**src/rtl/core/sks_pkg.sv**
```systemverilog
// shared constants and types for the scalar kalman smoother
// used by the channel interfaces, the divider, the multiplier and the top level
package sks_pkg;

    localparam int SAMPLE_W   = 12;
    localparam int FRAC_W     = 16;
    localparam int EST_W      = SAMPLE_W + FRAC_W;
    localparam int ERR_W      = 24;
    localparam int ME_W       = 24;
    localparam int Q_W        = 16;
    localparam int GAIN_W     = FRAC_W;
    localparam int CFG_IDX_W  = 1;
    localparam int CFG_DATA_W = 24;

    // shared multiplier operand and product widths
    localparam int MUL_A_W = EST_W;
    localparam int MUL_B_W = GAIN_W + 1;
    localparam int PROD_W  = MUL_A_W + MUL_B_W;

    // divider: quotient bits 16 down to 0
    localparam int DIV_Q_W   = GAIN_W + 1;
    localparam int DIV_CNT_W = 5;
    localparam int DEN_W     = ERR_W + 1;
    localparam int REM_W     = ERR_W + 2;

    localparam logic [ME_W-1:0]  ME_RESET  = 24'd131072;
    localparam logic [Q_W-1:0]   Q_RESET   = 16'd66;
    localparam logic [ERR_W-1:0] ERR_RESET = 24'd131072;
    localparam logic [ERR_W-1:0] ERR_MAX   = {ERR_W{1'b1}};

    localparam logic [CFG_IDX_W-1:0] REG_MEAS_ERR   = 1'd0;
    localparam logic [CFG_IDX_W-1:0] REG_PROC_NOISE = 1'd1;

    typedef enum logic [5:0] {
        S_IDLE = 6'b000001,
        S_DIV  = 6'b000010,
        S_M1   = 6'b000100,
        S_M2   = 6'b001000,
        S_M3   = 6'b010000,
        S_FIN  = 6'b100000
    } state_t;

    typedef struct packed {
        logic              done;
        logic [GAIN_W-1:0] gain;
    } div_rsp_t;

endpackage

```
**src/rtl/core/sks_if.sv**
```systemverilog
// valid/ready channel interfaces for sample requests and filtered results
// depends on sks_pkg for the field widths
interface sks_in_if;
    logic                          valid;
    logic                          ready;
    logic [sks_pkg::SAMPLE_W-1:0]  sample;

    modport source (output valid, output sample, input ready);
    modport sink   (input valid, input sample, output ready);
endinterface

interface sks_out_if;
    logic                          valid;
    logic                          ready;
    logic [sks_pkg::SAMPLE_W-1:0]  filtered_sample;
    logic [sks_pkg::EST_W-1:0]     filtered_full;

    modport source (output valid, output filtered_sample, output filtered_full, input ready);
    modport sink   (input valid, input filtered_sample, input filtered_full, output ready);
endinterface

```
**src/rtl/core/sks_div.sv**
```systemverilog
// restoring divider for the gain err * 2^16 / (err + measurement_error)
// one quotient bit per cycle; depends on sks_pkg
module sks_div
(
    input  logic                        clk,
    input  logic                        rst_n,
    input  logic                        start,
    input  logic [sks_pkg::ERR_W-1:0]   err,
    input  logic [sks_pkg::ME_W-1:0]    me,
    output sks_pkg::div_rsp_t           rsp
);

    logic                            busy_reg;
    logic                            done_reg;
    logic [sks_pkg::DIV_CNT_W-1:0]   cnt_reg;
    logic [sks_pkg::REM_W-1:0]       rem_reg;
    logic [sks_pkg::DEN_W-1:0]       den_reg;
    logic [sks_pkg::DIV_Q_W-1:0]     q_reg;

    logic                            ge;
    logic [sks_pkg::REM_W-1:0]       diff;
    logic [sks_pkg::REM_W-1:0]       rem_next;

    always_comb
    begin
        ge       = rem_reg >= {1'b0, den_reg};
        diff     = rem_reg - {1'b0, den_reg};
        rem_next = ge ? {diff[sks_pkg::REM_W-2:0], 1'b0} : {rem_reg[sks_pkg::REM_W-2:0], 1'b0};
    end

    always_ff @(posedge clk or negedge rst_n)
    begin
        if (!rst_n)
        begin
            busy_reg <= 1'b0;
            done_reg <= 1'b0;
        end
        else
        begin
            done_reg <= 1'b0;
            if (start)
            begin
                busy_reg <= 1'b1;
            end
            else if (busy_reg && cnt_reg == '0)
            begin
                busy_reg <= 1'b0;
                done_reg <= 1'b1;
            end
        end
    end

    always_ff @(posedge clk)
    begin
        if (start)
        begin
            // quotient is at most 2^16 since err <= den
            rem_reg <= {2'b00, err};
            den_reg <= {1'b0, err} + {1'b0, me};
            cnt_reg <= sks_pkg::DIV_CNT_W'(sks_pkg::DIV_Q_W - 1);
            q_reg   <= '0;
        end
        else if (busy_reg)
        begin
            rem_reg <= rem_next;
            q_reg   <= {q_reg[sks_pkg::DIV_Q_W-2:0], ge};
            cnt_reg <= cnt_reg - 1'b1;
        end
    end

    always_comb
    begin
        rsp.done = done_reg;
        if (den_reg == '0)
            rsp.gain = '0;
        else if (q_reg[sks_pkg::DIV_Q_W-1])
            rsp.gain = {sks_pkg::GAIN_W{1'b1}};
        else
            rsp.gain = q_reg[sks_pkg::GAIN_W-1:0];
    end

`ifndef ASSERT_OFF
    a_done_after_busy: assert property (@(posedge clk) disable iff (!rst_n)
        done_reg |-> $past(busy_reg))
        else $error("divider done without a running division");

    a_no_restart: assert property (@(posedge clk) disable iff (!rst_n)
        busy_reg && cnt_reg != '0 |-> !start)
        else $error("divider started while busy");

    a_done_pulse: assert property (@(posedge clk) disable iff (!rst_n)
        done_reg |=> !done_reg)
        else $error("divider done held longer than one cycle");
`endif

endmodule

```
**src/rtl/core/sks_mul.sv**
```systemverilog
// shared unsigned multiplier with a registered product
// depends on sks_pkg for the operand widths
module sks_mul
(
    input  logic                          clk,
    input  logic                          en,
    input  logic [sks_pkg::MUL_A_W-1:0]   a,
    input  logic [sks_pkg::MUL_B_W-1:0]   b,
    output logic [sks_pkg::PROD_W-1:0]    prod
);

    logic [sks_pkg::PROD_W-1:0] prod_reg;

    always_ff @(posedge clk)
    begin
        if (en)
            prod_reg <= {{sks_pkg::MUL_B_W{1'b0}}, a} * {{sks_pkg::MUL_A_W{1'b0}}, b};
    end

    assign prod = prod_reg;

endmodule

```
**src/rtl/core/scalar_kalman_smoother.sv**
```systemverilog
// scalar kalman smoother top level: sequencer, state and config registers
// depends on sks_pkg, sks_if, sks_div and sks_mul
//
// usage:
//   in_ch carries one 12-bit converter sample per request (valid/ready);
//   out_ch returns one result per sample: filtered_sample, the integer
//   part of the new estimate, and filtered_full, the estimate in Q12.16.
//   cfg_we/cfg_index/cfg_data write measurement_error (index 0, Q8.16)
//   and process_noise (index 1, Q0.16); write only while the block is idle.
//   in_ch.ready returns once the result is loaded into the output register,
//   so a new sample is not taken before the last one is through. the gain
//   comes from the 17-step restoring divider, and the three products after
//   it share one multiplier, one per cycle.
//   reset: estimate 0, error 2.0, measurement_error 2.0, process_noise 66.
//   a stalled receiver holds the result in the output register; the next
//   sample is still taken and runs until it needs that register, then waits.
module scalar_kalman_smoother
(
    input  logic                              clk,
    input  logic                              rst_n,
    sks_in_if.sink                            in_ch,
    sks_out_if.source                         out_ch,
    input  logic                              cfg_we,
    input  logic [sks_pkg::CFG_IDX_W-1:0]     cfg_index,
    input  logic [sks_pkg::CFG_DATA_W-1:0]    cfg_data
);

    sks_pkg::state_t                  state_reg;
    sks_pkg::state_t                  state_next;

    logic [sks_pkg::ME_W-1:0]         me_reg;
    logic [sks_pkg::Q_W-1:0]          q_reg;
    logic [sks_pkg::EST_W-1:0]        est_reg;
    logic [sks_pkg::ERR_W-1:0]        err_reg;

    logic                             dir_reg;
    logic [sks_pkg::EST_W-1:0]        mag_reg;
    logic [sks_pkg::GAIN_W-1:0]       gain_reg;
    logic [sks_pkg::EST_W-1:0]        step_reg;
    logic [sks_pkg::EST_W-1:0]        next_est_reg;
    logic [sks_pkg::ERR_W-1:0]        e1_reg;

    logic                             out_valid_reg;
    logic [sks_pkg::SAMPLE_W-1:0]     out_sample_reg;
    logic [sks_pkg::EST_W-1:0]        out_full_reg;

    logic                             accept;
    logic                             fire_out;
    logic [sks_pkg::EST_W-1:0]        smp;
    logic                             smp_ge;

    sks_pkg::div_rsp_t                div_rsp;

    logic                             mul_en;
    logic [sks_pkg::MUL_A_W-1:0]      mul_a;
    logic [sks_pkg::MUL_B_W-1:0]      mul_b;
    logic [sks_pkg::PROD_W-1:0]       prod;
    logic [sks_pkg::EST_W-1:0]        prod_hi;

    logic [sks_pkg::EST_W:0]          err_sum;
    logic [sks_pkg::ERR_W-1:0]        err_new;

    assign accept   = in_ch.valid && in_ch.ready;
    assign fire_out = (state_reg == sks_pkg::S_FIN) && (!out_valid_reg || out_ch.ready);
    assign smp      = {in_ch.sample, {sks_pkg::FRAC_W{1'b0}}};
    assign smp_ge   = smp >= est_reg;
    assign prod_hi  = prod[sks_pkg::FRAC_W +: sks_pkg::EST_W];

    assign in_ch.ready            = state_reg == sks_pkg::S_IDLE;
    assign out_ch.valid           = out_valid_reg;
    assign out_ch.filtered_sample = out_sample_reg;
    assign out_ch.filtered_full   = out_full_reg;

    sks_div u_div
    (
        .clk   (clk),
        .rst_n (rst_n),
        .start (accept),
        .err   (err_reg),
        .me    (me_reg),
        .rsp   (div_rsp)
    );

    sks_mul u_mul
    (
        .clk  (clk),
        .en   (mul_en),
        .a    (mul_a),
        .b    (mul_b),
        .prod (prod)
    );

    // operand select for the shared multiplier
    always_comb
    begin
        mul_en = 1'b0;
        mul_a  = '0;
        mul_b  = '0;
        unique case (state_reg)
            sks_pkg::S_M1:
            begin
                mul_en = 1'b1;
                mul_a  = mag_reg;
                mul_b  = {1'b0, gain_reg};
            end
            sks_pkg::S_M2:
            begin
                // (1 - gain) * err
                mul_en = 1'b1;
                mul_a  = {{(sks_pkg::EST_W - sks_pkg::ERR_W){1'b0}}, err_reg};
                mul_b  = {1'b1, {sks_pkg::GAIN_W{1'b0}}} - {1'b0, gain_reg};
            end
            sks_pkg::S_M3:
            begin
                mul_en = 1'b1;
                mul_a  = step_reg;
                mul_b  = {1'b0, q_reg};
            end
            default:
            begin
                mul_en = 1'b0;
            end
        endcase
    end

    // new error with saturation
    always_comb
    begin
        err_sum = {{(sks_pkg::EST_W + 1 - sks_pkg::ERR_W){1'b0}}, e1_reg} + {1'b0, prod_hi};
        if (err_sum[sks_pkg::EST_W:sks_pkg::ERR_W] != '0)
            err_new = sks_pkg::ERR_MAX;
        else
            err_new = err_sum[sks_pkg::ERR_W-1:0];
    end

    always_comb
    begin
        state_next = state_reg;
        unique case (state_reg)
            sks_pkg::S_IDLE: if (accept) state_next = sks_pkg::S_DIV;
            sks_pkg::S_DIV:  if (div_rsp.done) state_next = sks_pkg::S_M1;
            sks_pkg::S_M1:   state_next = sks_pkg::S_M2;
            sks_pkg::S_M2:   state_next = sks_pkg::S_M3;
            sks_pkg::S_M3:   state_next = sks_pkg::S_FIN;
            sks_pkg::S_FIN:  if (fire_out) state_next = sks_pkg::S_IDLE;
            default:         state_next = sks_pkg::S_IDLE;
        endcase
    end

    always_ff @(posedge clk or negedge rst_n)
    begin
        if (!rst_n)
        begin
            state_reg     <= sks_pkg::S_IDLE;
            out_valid_reg <= 1'b0;
            me_reg        <= sks_pkg::ME_RESET;
            q_reg         <= sks_pkg::Q_RESET;
            est_reg       <= '0;
            err_reg       <= sks_pkg::ERR_RESET;
        end
        else
        begin
            state_reg <= state_next;

            if (fire_out)
                out_valid_reg <= 1'b1;
            else if (out_ch.ready)
                out_valid_reg <= 1'b0;

            if (cfg_we)
            begin
                unique case (cfg_index)
                    sks_pkg::REG_MEAS_ERR:   me_reg <= cfg_data[sks_pkg::ME_W-1:0];
                    sks_pkg::REG_PROC_NOISE: q_reg  <= cfg_data[sks_pkg::Q_W-1:0];
                    default:                 me_reg <= me_reg;
                endcase
            end

            if (fire_out)
            begin
                est_reg <= next_est_reg;
                err_reg <= err_new;
            end
        end
    end

    always_ff @(posedge clk)
    begin
        if (accept)
        begin
            dir_reg <= smp_ge;
            mag_reg <= smp_ge ? (smp - est_reg) : (est_reg - smp);
        end

        if (state_reg == sks_pkg::S_DIV && div_rsp.done)
            gain_reg <= div_rsp.gain;

        if (state_reg == sks_pkg::S_M2)
        begin
            // the step equals |new - old| since the estimate never wraps
            step_reg     <= prod_hi;
            next_est_reg <= dir_reg ? (est_reg + prod_hi) : (est_reg - prod_hi);
        end

        if (state_reg == sks_pkg::S_M3)
            e1_reg <= prod_hi[sks_pkg::ERR_W-1:0];

        if (fire_out)
        begin
            out_sample_reg <= next_est_reg[sks_pkg::FRAC_W +: sks_pkg::SAMPLE_W];
            out_full_reg   <= next_est_reg;
        end
    end

`ifndef ASSERT_OFF
    a_accept_starts_div: assert property (@(posedge clk) disable iff (!rst_n)
        accept |=> state_reg == sks_pkg::S_DIV)
        else $error("accepted request did not start the divider");

    a_div_done_in_div: assert property (@(posedge clk) disable iff (!rst_n)
        div_rsp.done |-> state_reg == sks_pkg::S_DIV)
        else $error("divider finished outside the divide state");

    a_out_matches_state: assert property (@(posedge clk) disable iff (!rst_n)
        out_valid_reg |-> out_full_reg == est_reg)
        else $error("pending result differs from stored estimate");

    a_out_int_part: assert property (@(posedge clk) disable iff (!rst_n)
        out_valid_reg |-> out_sample_reg == out_full_reg[sks_pkg::FRAC_W +: sks_pkg::SAMPLE_W])
        else $error("integer part does not match full estimate");
`endif

endmodule

```
**src/flat_wrapper.sv**
```systemverilog
// flat-port wrapper written by rule: the top's interface ports become plain ports
module scalar_kalman_smoother_flat 
  (clk, rst_n, cfg_we, cfg_index, cfg_data, in_ch_valid, in_ch_sample, in_ch_ready, out_ch_valid, out_ch_filtered_sample, out_ch_filtered_full, out_ch_ready);
  sks_in_if in_ch_i ();
  sks_out_if out_ch_i ();
  input  logic clk;
  input  logic rst_n;
  input  logic cfg_we;
  input  logic [sks_pkg::CFG_IDX_W-1:0] cfg_index;
  input  logic [sks_pkg::CFG_DATA_W-1:0] cfg_data;
  input wire logic [$bits(in_ch_i.valid)-1:0] in_ch_valid;
  input wire logic [$bits(in_ch_i.sample)-1:0] in_ch_sample;
  output wire logic [$bits(in_ch_i.ready)-1:0] in_ch_ready;
  output wire logic [$bits(out_ch_i.valid)-1:0] out_ch_valid;
  output wire logic [$bits(out_ch_i.filtered_sample)-1:0] out_ch_filtered_sample;
  output wire logic [$bits(out_ch_i.filtered_full)-1:0] out_ch_filtered_full;
  input wire logic [$bits(out_ch_i.ready)-1:0] out_ch_ready;
  assign in_ch_i.valid = in_ch_valid;
  assign in_ch_i.sample = in_ch_sample;
  assign in_ch_ready = in_ch_i.ready;
  assign out_ch_valid = out_ch_i.valid;
  assign out_ch_filtered_sample = out_ch_i.filtered_sample;
  assign out_ch_filtered_full = out_ch_i.filtered_full;
  assign out_ch_i.ready = out_ch_ready;
  scalar_kalman_smoother u_core (.clk(clk), .rst_n(rst_n), .in_ch(in_ch_i), .out_ch(out_ch_i), .cfg_we(cfg_we), .cfg_index(cfg_index), .cfg_data(cfg_data));
endmodule
```
**config.mk**
```make
export PLATFORM = sky130hd
export DESIGN_NAME = scalar_kalman_smoother_flat
export DESIGN_NICKNAME = d
export VERILOG_FILES = /design/src/rtl/core/sks_pkg.sv /design/src/rtl/core/sks_if.sv /design/src/rtl/core/sks_div.sv /design/src/rtl/core/sks_mul.sv /design/src/rtl/core/scalar_kalman_smoother.sv /design/src/flat_wrapper.sv
export SDC_FILE = /design/constraint.sdc
export NUM_CORES = 2
export LEC_CHECK = 0
export BUFFER_PORTS_ARGS = -buffer_cell sky130_fd_sc_hd__buf_2
export CAP_MARGIN = 20
export CORE_MARGIN = 3
export CORE_UTILIZATION = 50
export DETAILED_ROUTE_END_ITERATION = 8
export PLACE_DENSITY = 0.72
export SETUP_SLACK_MARGIN = 0.3
export SYNTH_ARGS = -nofsm -noshare
export SYNTH_HDL_FRONTEND = slang
export SYNTH_HIERARCHICAL = 1
export SYNTH_SLANG_ARGS = --single-unit
```
**constraint.sdc**
```tcl
create_clock -name clk -period 10.3 [get_ports clk]
set_clock_uncertainty 0.2 [all_clocks]
set_input_delay 1.03 -clock clk [delete_from_list [all_inputs] [get_ports clk]]
set_output_delay 1.03 -clock clk [all_outputs]
set_load 0.05 [all_outputs]
```
# --- Word level (Yosys, flattened, before mapping) ---
# Cells that the tools add are included.
# Widths: inputs -> output; s select.
word_totals:
  output_inout_bits: 42
  ff_bits: 383
  in_bits: 42
classes:
  n_mul: 1
  order_cmp: 2
  add_sub_neg: 9
  n_eq_ne: 9
  bitwise_logic: 1
  mux: 20
  reduce_logical: 16
op_table:
  columns: ["op", "count"]
  rows:
  - ["$pmux 28 s3", 1]
  - ["$sub 28x28->28", 3]
  - ["$mux 24", 3]
  - ["$mux 28", 2]
  - ["$pmux 17 s3", 1]
  - ["$mul 28x17->44", 1]
  - ["$pmux 6 s6", 1]
  - ["$add 24x28->29", 1]
  - ["$add 28x28->28", 1]
  - ["$ge 28x28->1", 1]
  - ["$ge 26x25->1", 1]
  - ["$mux 26", 1]
  - ["$add 24x24->25", 1]
  - ["$logic_not 25->1", 1]
  - ["$sub 25x25->25", 1]
  - ["$mux 6", 3]
  - ["$sub 17x16->17 const A", 1]
  - ["$mux 16", 1]
  - ["$mux 1", 7]
  - ["$eq 6x1->1 const B", 1]
  - ["$eq 6x2->1 const B", 1]
  - ["$eq 6x3->1 const B", 1]
  - ["$eq 6x4->1 const B", 1]
  - ["$eq 6x5->1 const B", 1]
  - ["other kinds (14)", 21]

# --- Longest topological paths before layout ---
depth:
  ltp_word: 5
  mapped_depth: 34
  depth_no_buf: 31

# --- Modules after synthesis ---
# The synthesis kept the hierarchy.
modules_own_cells:
  columns: ["module", "cells_per_inst", "seq_area_each_um2", "area_each_um2", "n_inst"]
  rows:
  - ["sks_mul", 1881, 1351.3, 17003.8, 1]
  - ["scalar_kalman_smoother", 1264, 7078.0, 13937.1, 1]
  - ["sks_div", 641, 2001.9, 5695.5, 1]

# --- Worst setup path before layout ---
# OpenSTA, ideal clock, no wires.
synth_path:
  path_kind: "register to register"
  from: "register u_core.state_reg[1]"
  to: "register u_core.u_mul.prod_reg (netlist bit u_core/u_mul/prod[34]), data pin"
  stages_incl_launch_ff: 28
  arrival_time_ps: 8603
  synth_period_minus_slack_ps: 9064
  setup_slack_ps: 1236
  path_cell_list: "dfrtp_1 -> nor4_1 -> nand3b_1 -> inv_1 -> clkbuf_1 -> a21oi_1 -> o21ai_0 -> clkbuf_1 -> clkbuf_1 -> nand2_1 -> fa_1 -> fa_1 -> fa_1 -> inv_1 -> fa_1 -> fa_1 -> inv_1 -> fa_1 -> inv_1 -> ha_1 -> buf_4 -> a21oi_2 -> o211ai_1 -> a31oi_1 -> a31oi_4 -> a41oi_2 -> o21ai_1 -> xor2_1"
synth_between:
  elab_chain_len: 3
  word_cells_on_any_way: 6
synth_lines:
  columns: ["element", "line", "text"]
  rows:
  - ["start, declared", "scalar_kalman_smoother.sv:28", "sks_pkg::state_t state_reg;"]
  - ["start signal, assigned", "scalar_kalman_smoother.sv:154", "state_reg <= sks_pkg::S_IDLE;"]
  - ["start signal, assigned", "scalar_kalman_smoother.sv:163", "state_reg <= state_next;"]
  - ["$eq 6x5->1 (tied with other cells)", "scalar_kalman_smoother.sv:99", "unique case (state_reg)"]
  - ["$pmux 17 s3 *", "scalar_kalman_smoother.sv:99", null]
  - ["net u_core.mul_b, one bit", "scalar_kalman_smoother.sv:56", "logic [sks_pkg::MUL_B_W-1:0] mul_b;"]
  - ["$mul 28x17->44 *", "sks_mul.sv:17", "prod_reg <= {{sks_pkg::MUL_B_W{1'b0}}, a} * {{sks_pkg::MUL_A_W{1'b0}}, b};"]
  - ["end signal, assigned", "sks_mul.sv:17", null]
  - ["end, declared", "sks_mul.sv:12", "logic [sks_pkg::PROD_W-1:0] prod_reg;"]
# Mark *: on every way through the listed nets, which the timed path passes. The rest lies on a longest branch.
# A chain may end at the register's enable or synchronous reset.

# --- Final worst setup path ---
layout_path:
  from: "register u_core.state_reg[0]"
  to: "register u_core.u_mul.prod_reg (netlist bit u_core/u_mul/prod[32]), data pin"
layout_between:
  elab_chain_len: 3
  word_cells_on_any_way: 6
layout_lines:
  columns: ["element", "line", "text"]
  rows:
  - ["$eq 6x5->1 (tied with other cells)", "scalar_kalman_smoother.sv:99", null]
  - ["$pmux 28 s3 *", "scalar_kalman_smoother.sv:99", null]
  - ["net u_core.mul_a, one bit", "scalar_kalman_smoother.sv:55", "logic [sks_pkg::MUL_A_W-1:0] mul_a;"]
  - ["$mul 28x17->44 *", "sks_mul.sv:17", null]
# Marked as above.

==> impl_metrics.env <==
export IMPL_outcome="finished, final reports clean"
export IMPL_slowest_delay_ns=1.01
export IMPL_hold_viol=0
export IMPL_wl_mm=90.08
export IMPL_cts_htree_levels=2
export IMPL_syn_mean_instance_area_um2=9.619
export IMPL_min_path_type="reg -> reg"
export IMPL_leakage_nw=17.76
export IMPL_cp_slowest_cell="a222oi_1"
export IMPL_fin_crit_ns=9.372
export IMPL_cpMostUsedCell="fa_1"
export IMPL_diodes=0
export IMPL_yosysWarningCount=6
export IMPL_p_per_area_nw_per_um2=125.3
export IMPL_mostFrequentLayoutCells="inv_1, nand2_1, fa_1"
export IMPL_peakVddDrop_uv=177.9
export IMPL_grt_max_degree=78
export IMPL_holdBufCountCts=0
export IMPL_crit_type="reg -> reg"
export IMPL_die_x_um=273.9
export IMPL_core_region_area_um2=70510
export IMPL_rows=97
export IMPL_dp_hpwl_mm=68.18
export IMPL_dieArea_um2=75020
export IMPL_numCtsBuffers=37
export IMPL_setup_viol=0
export IMPL_ctsLongestPathBuffers=3
export IMPL_clkLatencyLatePin_ns=0.54
export IMPL_dr_pass1_iters=7
export IMPL_port_buffers=83
export IMPL_grt_pass1_wl_mm=145.0
export IMPL_cts_tree="built"
export IMPL_rsz0062_at_grt="false"
export IMPL_cts_setup_buffers=0
export IMPL_clk_pin_slew_worst_paths_ns=0.06
export IMPL_syn_cell_area_um2=35890
export IMPL_postRouteAntennaNets=0
export IMPL_cp_arrival_ns=9.46
export IMPL_regToRegStartpoint="u_core/state_reg[0]"
export IMPL_pin_count=84
export IMPL_syn_to_final_growth_pct=7.127
export IMPL_crit_path_end_kind="register"
export IMPL_cp_required_ns=10.38
export IMPL_tightest_slew_ns=1.141
export IMPL_mostFrequentLayoutCell="inv_1"
export IMPL_antenna_found_initial=0
export IMPL_cp_max_fo=27
export IMPL_postSynthCellCount=3731
export IMPL_crit_start="u_core/state_reg[0]"
export IMPL_initial_core_util_pct=50.89
export IMPL_drive_above_1_share_pct=8.030
export IMPL_fin_crit_sh_pct=90.99
export IMPL_drv_cap=0
export IMPL_clockRootBuffer="clkbuf_16"
export IMPL_fp_dieH_um=273.9
export IMPL_cts_resized=0
export IMPL_maxSlewHeadroom_pct=23.96
export IMPL_layout_setup_ws_ns=0.9281
export IMPL_global_route_usage_total_pct=24.24
export IMPL_gp_congestion=0.9053
export IMPL_grt_overflow_total=0
export IMPL_layout_nets=4418
export IMPL_wl_per_cell_um=19.16
export IMPL_fmax_mhz=106.7
export IMPL_drv_slew=0
export IMPL_grt_pass1_vias=26920
export IMPL_reg2reg_setup_slack_ns=0.93
export IMPL_vias_per_cell=5.677
export IMPL_drc=0
export IMPL_cts_sinks=355
export IMPL_min_delay_start="u_core/next_est_reg[11]"
export IMPL_place_ws_ns=0.9324
export IMPL_syn_num_nets=4417
export IMPL_cp_start_kind="register"
export IMPL_cp_cell_sequence="nor4_1 -> nand3b_1 -> clkinv_1 -> a222oi_1 -> inv_1 -> and2_1 -> fa_1 -> inv_1 -> fa_1 -> fa_1 -> inv_1 -> fa_1 -> fa_1 -> inv_1 -> fa_1 -> inv_1 -> ha_1 -> nand3_1 -> nor3_1 -> o221ai_1 -> and2_4 -> o41ai_4 -> a21oi_1 -> xnor2_1"
export IMPL_via_count=26690
export IMPL_drt_iter0_markers=2074
export IMPL_setup_tns_ns=0
==> final timing paths <==
path,end,cells past startpoint
setup / recovery,u_core/u_mul/prod[32],24
hold / removal,u_core/out_ch.filtered_full[11],0
setup reg to reg,u_core/u_mul/prod[32],24
hold reg to reg,u_core/out_ch.filtered_full[11],0
max in group asynchronous,u_core/u_div/busy_reg,2
min in group asynchronous,u_core/est_reg[26],1
==> stage by stage <==
stage / instances / utilization [%] / instance area (um^2) / hold slack [ns] / total power, mW
3_5_place_dp: 4632 / 52.61 / 37100 / 0.2334 / 3.360
3_3_place_gp: 4632 / 52.61 / 37100 / 0.2355 / 3.329
5_1_grt: 4701 / 54.52 / 38440 / 0.2507 / 5.093
6_report: 4701 / 54.52 / 38440 / 0.2518 / 4.817
2_1_floorplan: 3731 / - / 35890 / 0.2244 / 3.033
4_1_cts: 4700 / 54.50 / 38430 / 0.2506 / 4.833
==> worst max-delay path: cells and delay by family, from the launching register on <==
| family | cells | cell delay [ns] |
|---|---|---|
| AO/OA/AOI/OAI | 4 | 1.74 |
| XOR/XNOR | 1 | 0.15 |
| adder cells (fa/ha/maj) | 7 | 3.36 |
| buffers and inverters | 6 | 1.72 |
| flip-flops | 1 | 0.55 |
| AND/OR/NAND/NOR | 6 | 1.35 |
==> per-layer routing <==
| layer | GRT usage (%) | vias to the layer above | wire, um |
|---|---|---|---|
| met5 | 0 | - | 0 |
| met4 | 7.837 | 0 | 3030 |
| met3 | 2.861 | 177 | 5101 |
| met2 | 39.91 | 845 | 42780 |
| met1 | 33.56 | 13360 | 39170 |
| li1 | - | 12310 | - |
==> power breakdown <==
group / internal [mW] / total, mW / switching, mW
sequential: 1.77 / 1.89 / 0.121
clock: 0.886 / 1.46 / 0.573
combinational: 0.605 / 1.47 / 0.862
total: 3.26 / 4.82 / 1.56
==> cell type report <==
class,count,area (um^2)
Timing Repair Buffer,130,790.8
Clock inverter,17,254.0
Fill cell,6206,32070
Inverter,581,2183
Multi-Input combinational cell,2627,23050
Sequential cell,355,9921
Tap cell,940,1176
Clock buffer,51,1074
(Power assumes the default switching activity.)
